==> src/skf_pkg.sv <==
// Shared constants and types of the six-channel scalar Kalman filter.
`default_nettype none
package skf_pkg;

	localparam int CHANNELS = 6;
	localparam int CH_W = 3;
	localparam int MEAS_W = 24;
	localparam int MEAS_FRAC = 8;
	localparam int EST_W = 32;
	localparam int VAR_W = 32;
	localparam int GAIN_W = 17;
	localparam int FRAC_G = 16;
	localparam int CFG_W = 16;
	localparam int CFG_IDX_W = 1;

	localparam logic [CFG_IDX_W-1:0] REG_INIT_VAR = 1'd0;
	localparam logic [CFG_IDX_W-1:0] REG_NOISE = 1'd1;

	localparam logic [CFG_W-1:0] INIT_VAR_RST = 16'd255;
	localparam logic [CFG_W-1:0] NOISE_RST = 16'd25;

	localparam logic REQ_SAMPLE = 1'b0;
	localparam logic REQ_REBASE = 1'b1;

	typedef struct packed {
		logic                    start;
		logic [VAR_W-1:0]        variance;
		logic [VAR_W:0]          den;
		logic signed [EST_W:0]   diff;
	} skf_eng_req_t;

	typedef struct packed {
		logic                    done;
		logic [GAIN_W-1:0]       gain;
		logic signed [EST_W-1:0] delta;
		logic [VAR_W-1:0]        var_new;
	} skf_eng_rsp_t;

endpackage
`default_nettype wire

==> src/skf_req_if.sv <==
// Request channel of the filter: request type, channel and measurement.
`default_nettype none
interface skf_req_if
	import skf_pkg::*;
();
	logic                     valid;
	logic                     ready;
	logic                     req_type;
	logic [CH_W-1:0]          channel;
	logic signed [MEAS_W-1:0] measurement;

	modport source (output valid, output req_type, output channel, output measurement,
		input ready);
	modport sink (input valid, input req_type, input channel, input measurement,
		output ready);
endinterface
`default_nettype wire

==> src/skf_rsp_if.sv <==
// Result channel of the filter: channel, estimate and gain.
`default_nettype none
interface skf_rsp_if
	import skf_pkg::*;
();
	logic                    valid;
	logic                    ready;
	logic [CH_W-1:0]         out_channel;
	logic signed [EST_W-1:0] estimate_out;
	logic [GAIN_W-1:0]       gain_out;

	modport source (output valid, output out_channel, output estimate_out, output gain_out,
		input ready);
	modport sink (input valid, input out_channel, input estimate_out, input gain_out,
		output ready);
endinterface
`default_nettype wire

==> src/skf_engine.sv <==
// Bit-serial gain divider with serial estimate and variance products.
`default_nettype none
module skf_engine
	import skf_pkg::*;
(
	input  logic         clk,
	input  logic         arst_n,
	input  skf_eng_req_t ctl,
	output skf_eng_rsp_t stat
);
	localparam int REM_W = VAR_W + 1;
	localparam int ACC_E_W = EST_W + GAIN_W + 2;
	localparam int ACC_V_W = VAR_W + GAIN_W;
	localparam int CNT_W = $clog2(GAIN_W);
	localparam logic [CNT_W-1:0] CNT_FIRST = CNT_W'(GAIN_W - 1);
	localparam logic [ACC_V_W-1:0] ROUND_UP = ACC_V_W'((1 << FRAC_G) - 1);

	logic                      busy_q;
	logic                      done_q;
	logic [CNT_W-1:0]          cnt_q;
	logic                      lsb_q;
	logic                      den_zero_q;
	logic [REM_W-1:0]          rem_q;
	logic [REM_W-1:0]          den_q;
	logic signed [EST_W:0]     diff_q;
	logic [VAR_W-1:0]          var_q;
	logic [GAIN_W-1:0]         gain_q;
	logic signed [ACC_E_W-1:0] acc_e_q;
	logic [ACC_V_W-1:0]        acc_v_q;

	logic [REM_W:0]            shifted;
	logic                      qbit;
	logic [REM_W-1:0]          rem_next;
	logic signed [ACC_E_W-1:0] acc_e_next;
	logic [ACC_V_W-1:0]        acc_v_next;
	logic signed [ACC_E_W-1:0] delta_full;
	logic [ACC_V_W-1:0]        ceil_v;

	// One quotient bit per cycle, most significant first; each bit also steers
	// the two shift-and-add products so they finish together with the gain.
	always_comb begin
		shifted = {rem_q, (cnt_q == CNT_FIRST) ? lsb_q : 1'b0};
		qbit = (shifted >= {1'b0, den_q}) && !den_zero_q;
		rem_next = qbit ? REM_W'(shifted - {1'b0, den_q}) : REM_W'(shifted);
		acc_e_next = (acc_e_q <<< 1) + (qbit ? ACC_E_W'(diff_q) : ACC_E_W'(0));
		acc_v_next = (acc_v_q << 1) + (qbit ? ACC_V_W'(var_q) : ACC_V_W'(0));
		delta_full = acc_e_q >>> FRAC_G;
		ceil_v = (acc_v_q + ROUND_UP) >> FRAC_G;
	end

	always_ff @(posedge clk or negedge arst_n) begin
		if (!arst_n) begin
			busy_q <= 1'b0;
			done_q <= 1'b0;
			cnt_q <= '0;
		end else if (ctl.start) begin
			busy_q <= 1'b1;
			done_q <= 1'b0;
			cnt_q <= CNT_FIRST;
		end else if (busy_q) begin
			cnt_q <= cnt_q - 1'b1;
			if (cnt_q == '0) begin
				busy_q <= 1'b0;
				done_q <= 1'b1;
			end
		end else begin
			done_q <= 1'b0;
		end
	end

	always_ff @(posedge clk) begin
		if (ctl.start) begin
			rem_q <= REM_W'(ctl.variance >> 1);
			lsb_q <= ctl.variance[0];
			den_q <= ctl.den;
			den_zero_q <= (ctl.den == '0);
			diff_q <= ctl.diff;
			var_q <= ctl.variance;
			gain_q <= '0;
			acc_e_q <= '0;
			acc_v_q <= '0;
		end else if (busy_q) begin
			rem_q <= rem_next;
			gain_q <= {gain_q[GAIN_W-2:0], qbit};
			acc_e_q <= acc_e_next;
			acc_v_q <= acc_v_next;
		end
	end

	assign stat.done = done_q;
	assign stat.gain = gain_q;
	assign stat.delta = delta_full[EST_W-1:0];
	assign stat.var_new = var_q - ceil_v[VAR_W-1:0];
endmodule
`default_nettype wire

==> src/scalar_kalman_filter_six_channel_top.sv <==
// Six-channel scalar Kalman filter: channel state, control and result register.
// A sample request loads the bit-serial gain divider at acceptance; when the divider is done,
// the new estimate and variance are stored, and then the result register loads.
// A rebase request stores its channel state at acceptance; the result register loads after that.
// One request is in work at a time; ready returns as the result register loads, once rsp has room.
// Reset clears all estimates and variances and sets the registers to 255 and 25.
`default_nettype none
module scalar_kalman_filter_six_channel_top
	import skf_pkg::*;
(
	input  logic                 clk,
	input  logic                 arst_n,
	skf_req_if.sink              req,
	skf_rsp_if.source            rsp,
	input  logic                 cfg_we,
	input  logic [CFG_IDX_W-1:0] cfg_index,
	input  logic [CFG_W-1:0]     cfg_wdata
);
	localparam logic [1:0] ST_IDLE = 2'd0;
	localparam logic [1:0] ST_RUN = 2'd1;
	localparam logic [1:0] ST_OUT = 2'd2;
	localparam logic [CH_W:0] CH_LIMIT = (CH_W + 1)'(CHANNELS);

	logic [1:0]              state_q;
	logic [EST_W-1:0]        est_store_q [CHANNELS];
	logic [VAR_W-1:0]        var_store_q [CHANNELS];
	logic [CFG_W-1:0]        init_var_q;
	logic [CFG_W-1:0]        noise_q;
	logic [CH_W-1:0]         ch_q;
	logic [EST_W-1:0]        est_q;
	logic [EST_W-1:0]        res_est_q;
	logic [GAIN_W-1:0]       res_gain_q;
	logic                    out_valid_q;
	logic [CH_W-1:0]         out_ch_q;
	logic [EST_W-1:0]        out_est_q;
	logic [GAIN_W-1:0]       out_gain_q;

	logic                    in_acc;
	logic                    ch_ok;
	logic [EST_W-1:0]        meas_q8;
	logic [EST_W-1:0]        est_rd;
	logic [VAR_W-1:0]        var_rd;
	logic [EST_W-1:0]        est_new;
	logic                    slot_free;
	skf_eng_req_t            eng_ctl;
	skf_eng_rsp_t            eng_stat;

	assign req.ready = (state_q == ST_IDLE);
	assign in_acc = req.valid && req.ready;
	assign ch_ok = ({1'b0, req.channel} < CH_LIMIT);
	assign meas_q8 = {req.measurement, {MEAS_FRAC{1'b0}}};
	assign est_rd = est_store_q[req.channel];
	assign var_rd = var_store_q[req.channel];
	assign est_new = est_q + eng_stat.delta;
	assign slot_free = !out_valid_q || rsp.ready;

	always_comb begin
		eng_ctl.start = in_acc && ch_ok && (req.req_type == REQ_SAMPLE);
		eng_ctl.variance = var_rd;
		eng_ctl.den = {1'b0, var_rd} + {1'b0, noise_q, {FRAC_G{1'b0}}};
		eng_ctl.diff = {meas_q8[EST_W-1], meas_q8} - {est_rd[EST_W-1], est_rd};
	end

	skf_engine u_engine (
		.clk    (clk),
		.arst_n (arst_n),
		.ctl    (eng_ctl),
		.stat   (eng_stat)
	);

	always_ff @(posedge clk or negedge arst_n) begin
		if (!arst_n) begin
			init_var_q <= INIT_VAR_RST;
			noise_q <= NOISE_RST;
		end else if (cfg_we) begin
			unique case (cfg_index)
				REG_INIT_VAR: init_var_q <= cfg_wdata;
				REG_NOISE: noise_q <= cfg_wdata;
				default: ;
			endcase
		end
	end

	always_ff @(posedge clk or negedge arst_n) begin
		if (!arst_n) begin
			state_q <= ST_IDLE;
			for (int i = 0; i < CHANNELS; i++) begin
				est_store_q[i] <= '0;
				var_store_q[i] <= '0;
			end
		end else begin
			unique case (state_q)
				ST_IDLE: begin
					if (in_acc && ch_ok) begin
						if (req.req_type == REQ_REBASE) begin
							est_store_q[req.channel] <= meas_q8;
							var_store_q[req.channel] <= {init_var_q, {FRAC_G{1'b0}}};
							state_q <= ST_OUT;
						end else begin
							state_q <= ST_RUN;
						end
					end
				end
				ST_RUN: begin
					if (eng_stat.done) begin
						est_store_q[ch_q] <= est_new;
						var_store_q[ch_q] <= eng_stat.var_new;
						state_q <= ST_OUT;
					end
				end
				ST_OUT: begin
					if (slot_free) begin
						state_q <= ST_IDLE;
					end
				end
				default: state_q <= ST_IDLE;
			endcase
		end
	end

	always_ff @(posedge clk) begin
		if (in_acc) begin
			ch_q <= req.channel;
			est_q <= est_rd;
			res_est_q <= meas_q8;
			res_gain_q <= '0;
		end else if (state_q == ST_RUN && eng_stat.done) begin
			res_est_q <= est_new;
			res_gain_q <= eng_stat.gain;
		end
	end

	always_ff @(posedge clk or negedge arst_n) begin
		if (!arst_n) begin
			out_valid_q <= 1'b0;
		end else if (state_q == ST_OUT && slot_free) begin
			out_valid_q <= 1'b1;
		end else if (rsp.ready) begin
			out_valid_q <= 1'b0;
		end
	end

	always_ff @(posedge clk) begin
		if (state_q == ST_OUT && slot_free) begin
			out_ch_q <= ch_q;
			out_est_q <= res_est_q;
			out_gain_q <= res_gain_q;
		end
	end

	assign rsp.valid = out_valid_q;
	assign rsp.out_channel = out_ch_q;
	assign rsp.estimate_out = out_est_q;
	assign rsp.gain_out = out_gain_q;
endmodule
`default_nettype wire

==> src/flat_wrapper.sv <==
// flat-port wrapper written by rule: the top's interface ports become plain ports
module scalar_kalman_filter_six_channel_top_flat import skf_pkg::*;
  (clk, arst_n, cfg_we, cfg_index, cfg_wdata, req_valid, req_req_type, req_channel, req_measurement, req_ready, rsp_valid, rsp_out_channel, rsp_estimate_out, rsp_gain_out, rsp_ready);
  skf_req_if req_i ();
  skf_rsp_if rsp_i ();
  input  logic clk;
  input  logic arst_n;
  input  logic cfg_we;
  input  logic [CFG_IDX_W-1:0] cfg_index;
  input  logic [CFG_W-1:0] cfg_wdata;
  input wire logic [$bits(req_i.valid)-1:0] req_valid;
  input wire logic [$bits(req_i.req_type)-1:0] req_req_type;
  input wire logic [$bits(req_i.channel)-1:0] req_channel;
  input wire logic [$bits(req_i.measurement)-1:0] req_measurement;
  output wire logic [$bits(req_i.ready)-1:0] req_ready;
  output wire logic [$bits(rsp_i.valid)-1:0] rsp_valid;
  output wire logic [$bits(rsp_i.out_channel)-1:0] rsp_out_channel;
  output wire logic [$bits(rsp_i.estimate_out)-1:0] rsp_estimate_out;
  output wire logic [$bits(rsp_i.gain_out)-1:0] rsp_gain_out;
  input wire logic [$bits(rsp_i.ready)-1:0] rsp_ready;
  assign req_i.valid = req_valid;
  assign req_i.req_type = req_req_type;
  assign req_i.channel = req_channel;
  assign req_i.measurement = req_measurement;
  assign req_ready = req_i.ready;
  assign rsp_valid = rsp_i.valid;
  assign rsp_out_channel = rsp_i.out_channel;
  assign rsp_estimate_out = rsp_i.estimate_out;
  assign rsp_gain_out = rsp_i.gain_out;
  assign rsp_i.ready = rsp_ready;
  scalar_kalman_filter_six_channel_top u_core (.clk(clk), .arst_n(arst_n), .req(req_i), .rsp(rsp_i), .cfg_we(cfg_we), .cfg_index(cfg_index), .cfg_wdata(cfg_wdata));
endmodule
==> config.mk <==
export PLATFORM = sky130hd
export DESIGN_NAME = scalar_kalman_filter_six_channel_top_flat
export DESIGN_NICKNAME = d
export VERILOG_FILES = /design/src/skf_pkg.sv /design/src/skf_req_if.sv /design/src/skf_rsp_if.sv /design/src/skf_engine.sv /design/src/scalar_kalman_filter_six_channel_top.sv /design/src/flat_wrapper.sv
export SDC_FILE = /design/constraint.sdc
export NUM_CORES = 2
export LEC_CHECK = 0
export ABC_CLOCK_PERIOD_IN_PS = 11700
export BUFFER_PORTS_ARGS = -buffer_cell sky130_fd_sc_hd__buf_4
export CAP_MARGIN = 10
export CORE_MARGIN = 2
export CORE_UTILIZATION = 30
export CTS_BUF_LIST = sky130_fd_sc_hd__clkbuf_4 sky130_fd_sc_hd__clkbuf_8 sky130_fd_sc_hd__clkbuf_16
export CTS_CLUSTER_DIAMETER = 80
export DETAILED_ROUTE_END_ITERATION = 7
export PLACE_DENSITY_LB_ADDON = 0.08
export SYNTH_ARGS = -nofsm -noshare
export SYNTH_HDL_FRONTEND = slang
export SYNTH_HIERARCHICAL = 1
export SYNTH_SLANG_ARGS = --single-unit
==> constraint.sdc <==
create_clock -name clk -period 11.7 [get_ports clk]
set_input_delay 1.17 -clock clk [delete_from_list [all_inputs] [get_ports clk]]
set_output_delay 1.17 -clock clk [all_outputs]
set_load 0.005 [all_outputs]
==> flow_metrics.py <==
metrics = {
    "clock_tree": {
        "clock_tree.root_cell": "clkbuf_16",
        "numClockSinks": 807,
        "clock_path_buffers": 3,
        "worst_skew_pair.late_latency_ns": 0.74,
        "cts_tree": "built",
        "numCtsBuffers": 102,
        "clk_pin_slew_ns": 0.06,
        "ctsResizeCount": 0,
        "postCtsSetupRepairBufs": 0,
        "ctsHoldBuffers": 0,
        "cts_max_level": 3,
    },
    "power": {
        "ir_drop_mv": 0.110,
        "power.density_nw_per_um2": 124,
        "power_leakage_nw": 20.9,
    },
    "floorplan": {
        "initial_core_util_pct": 30.2,
        "die_x_microns": 395,
        "die_area_sq_um": 156000,
        "io_pins": 104,
        "die_h_microns": 395,
        "rows": 143,
        "core_area_sq_um": 152000,
    },
    "place": {
        "dp.cells": 6639,
        "pre_cts_ws_ns": 4.36,
        "dpl_cell_area_sq_um": 48700,
        "io_buffers": 103,
        "gp_congestion": 0.841,
        "dpl.hpwl_mm": 116,
    },
    "sta": {
        "fmax_mhz": 138,
        "finalCriticalPeriod_ns": 7.27,
        "relSlewSlack_pct": 9.83,
        "setup_viol": 0,
        "hold_viol_final": 0,
        "timing.setup.tns_ns": 0,
        "post-route-period-util_pct": 62.1,
        "slew_violations": 0,
        "setup_slack_ns": 4.43,
        "clock_skew_ns": 0.0421,
        "worst_pin_slew_ns": 1.34,
        "rsz0062_at_grt": "false",
    },
    "drt": {
        "firstDrtPassIters": 6,
        "wirelength_mm": 174,
        "drt-initial-drc-count": 2930,
        "drcViolationCount": 0,
        "via_count": 37395,
        "wire_per_inst_microns": 25.5,
        "viasPerCell": 5.47,
        "ant_nets": 0,
    },
    "logic_synthesis": {
        "synth_seq_cells": 807,
        "syn-num-nets": 5005,
        "synthArstFlopShare_pct": 52.8,
        "ys_warn_count": 6,
        "synthFlopType": "dfrtp_1",
        "synth_edf_count": 241,
        "synthCells": 4734,
        "syn-mean-instance-area_sq_um": 9.67,
        "seq_area_frac_synth_pct": 45.3,
        "syn-cell-area_sq_um": 45800,
        "ys_types": 97,
    },
    "final_layout": {
        "finalCoreUtilization_pct": 34.4,
        "num-fill-cells": 15558,
        "most-common-layout-cells": "511 x nand2_1, 414 x dfrtp_1, 342 x nor2_1",
        "nets": 4984,
        "area.growth.synth_to_final_pct": 14.0,
        "final_common_cell": "nand2_1",
        "layoutNonFillerInstCount": 6832,
        "drive_gt1_share_pct": 11.3,
        "post-route-cell-area_sq_um": 52200,
    },
    "global_route": {
        "grt.total_usage_pct": 22.0,
        "antenna_found_initial": 12,
        "grt_max_degree": 135,
        "grt_pass1_vias": 36910,
        "overflow": 0,
        "grt_pass1_wl_mm": 258,
    },
    "worst_setup_path": {
        "worstSetupEndpointType": "flop",
        "crit_type": "flop to flop",
        "required_ns": 12.29,
        "critical_path_peak_fanout": 42,
        "arrival_ns": 7.85,
        "startpoint_type": "flop",
    },
    "min_path": {
        "hold_class": "flop to flop",
    },
    "job": {
        "drv_cap": 0,
    },
    "outcome": {
        "status": "completed",
    },
}
[critical path, stage by stage, from the launching register on]
cell	delay [ns]
dfrtp_1	0.40
inv_1	0.09
ha_1	0.17
nand4_1	0.18
ha_1	0.28
fa_1	0.40
nor2b_1	0.23
o31ai_2	0.14
a221oi_2	0.34
a211oi_2	0.17
a21boi_1	0.23
o2111ai_1	0.22
a21oi_4	0.50
buf_4	0.50
nand2_1	0.18
inv_1	0.08
ha_1	0.24
a211oi_2	0.28
o21ai_1	0.14
a21boi_1	0.29
o21ai_1	0.28
a211oi_2	0.40
a31oi_1	0.25
a311oi_2	0.46
o21ai_2	0.12
o31ai_2	0.22
xor2_1	0.17
o21ai_1	0.07
[routing by layer]
metal  vias up  GRT usage [%]  part of all wire, %
met1     18695           32.7                   49
met2      1049           33.3                   44
li1      17433              -                    -
met3       218           2.56                  5.0
met5         -              0                    0
met4         0           6.15                  2.5
[synthesized netlist by cell type, types with 31 or more instances]
cell      instances  area (sq um)
o21a_1           94           706
a22oi_1         131           983
nor2_1          359          1350
a22o_1           98           858
a31oi_1          31           194
o21bai_1         37           278
nand2_1         511          1920
dfrtp_1         415         10400
xnor2_1         143          1250
mux2i_1         101          1010
a21o_1          102           766
and2_1           86           538
xor2_1           90           788
clkbuf_1        261           980
inv_1           134           503
o21ai_0         271          1360
nand3_1         149           746
nand2b_1         42           263
buf_4            36           270
a21oi_1         298          1490
dfxtp_1         140          2800
edfxtp_1        241          7240
nand4_1          41           257
mux2_2           61           687
o221ai_1         83           727
ha_1            215          2690
a32oi_1         109           955
[flip-flops by register name, indices dropped and copies added (netlist names), 33 cells and up]
signal and count:
u_core/u_engine/acc_e_q 48, u_core/u_engine/acc_v_q 48, u_core/u_engine/rem_q 33, u_core/var_store_q 192, u_core/u_engine/den_q 33, u_core/est_store_q 192
u_core/u_engine/diff_q 33
[cell type report]
class                      instances  area (sq um)  share of cell area, %
multi-input combinational       3462         23400                   44.8
sequential                       807         20700                   39.7
clock buffer                     132          2880                   5.51
tap                             2030          2540                   4.87
timing repair buffer             206          1570                   3.00
clock inverter                    60           582                   1.12
inverter                         134           503                  0.964
antenna                            1          2.50                0.00480
[kinds of logic (layout without fill, tap and decap cells)]
| group | Yosys count | in the layout | share of synthesized area (%) |
|---|---|---|---|
| AOI/OAI and AO/OA | 1483 | 1483 | 22.5 |
| muxes | 166 | 166 | 3.87 |
| adders and majority gates | 221 | 221 | 6.14 |
| other | 0 | 1 | 0 |
| and+or+nand+nor | 1359 | 1359 | 13.6 |
| xor gates and xnor gates | 233 | 233 | 4.46 |
| buffers and inverters | 465 | 532 | 4.18 |
| DFF | 807 | 807 | 45.3 |
[report_power, final]
part           total, W  internal (W)  switching, W
clock           0.00326       0.00190       0.00136
combinational  0.000253     0.0000760      0.000177
sequential      0.00295       0.00292     0.0000333
total           0.00646       0.00489       0.00157
[path summary, 6_finish.rpt]
kind / endpoint / depth (start not counted) / startpoint / slack [ns]
worst max-delay path: u_core/u_engine/acc_e_q[46] / 27 / u_core/u_engine/cnt_q[0] / 4.43
worst min-delay path: u_core/rsp.estimate_out[20] / 0 / u_core/res_est_q[20] / 0.42
worst max register to register: u_core/u_engine/acc_e_q[46] / 27 / u_core/u_engine/cnt_q[0] / 4.43
worst min register to register: u_core/rsp.estimate_out[20] / 0 / u_core/res_est_q[20] / 0.42
max in group asynchronous: u_core/est_store_q[103] / 3 / arst_n / 9.19
min in group asynchronous: u_core/noise_q[5] / 1 / arst_n / 0.43
[metrics by stage]
| step | power, W | hold WS [ns] |
|---|---|---|
| floorplan | 0.00311 | 0.400 |
| global placement | 0.00326 | 0.405 |
| detailed placement | 0.00326 | 0.406 |
| CTS | 0.00656 | 0.407 |
| global route | 0.00669 | 0.420 |
| finish | 0.00646 | 0.417 |
No activity file was read; power rests on OpenSTA's default activity.
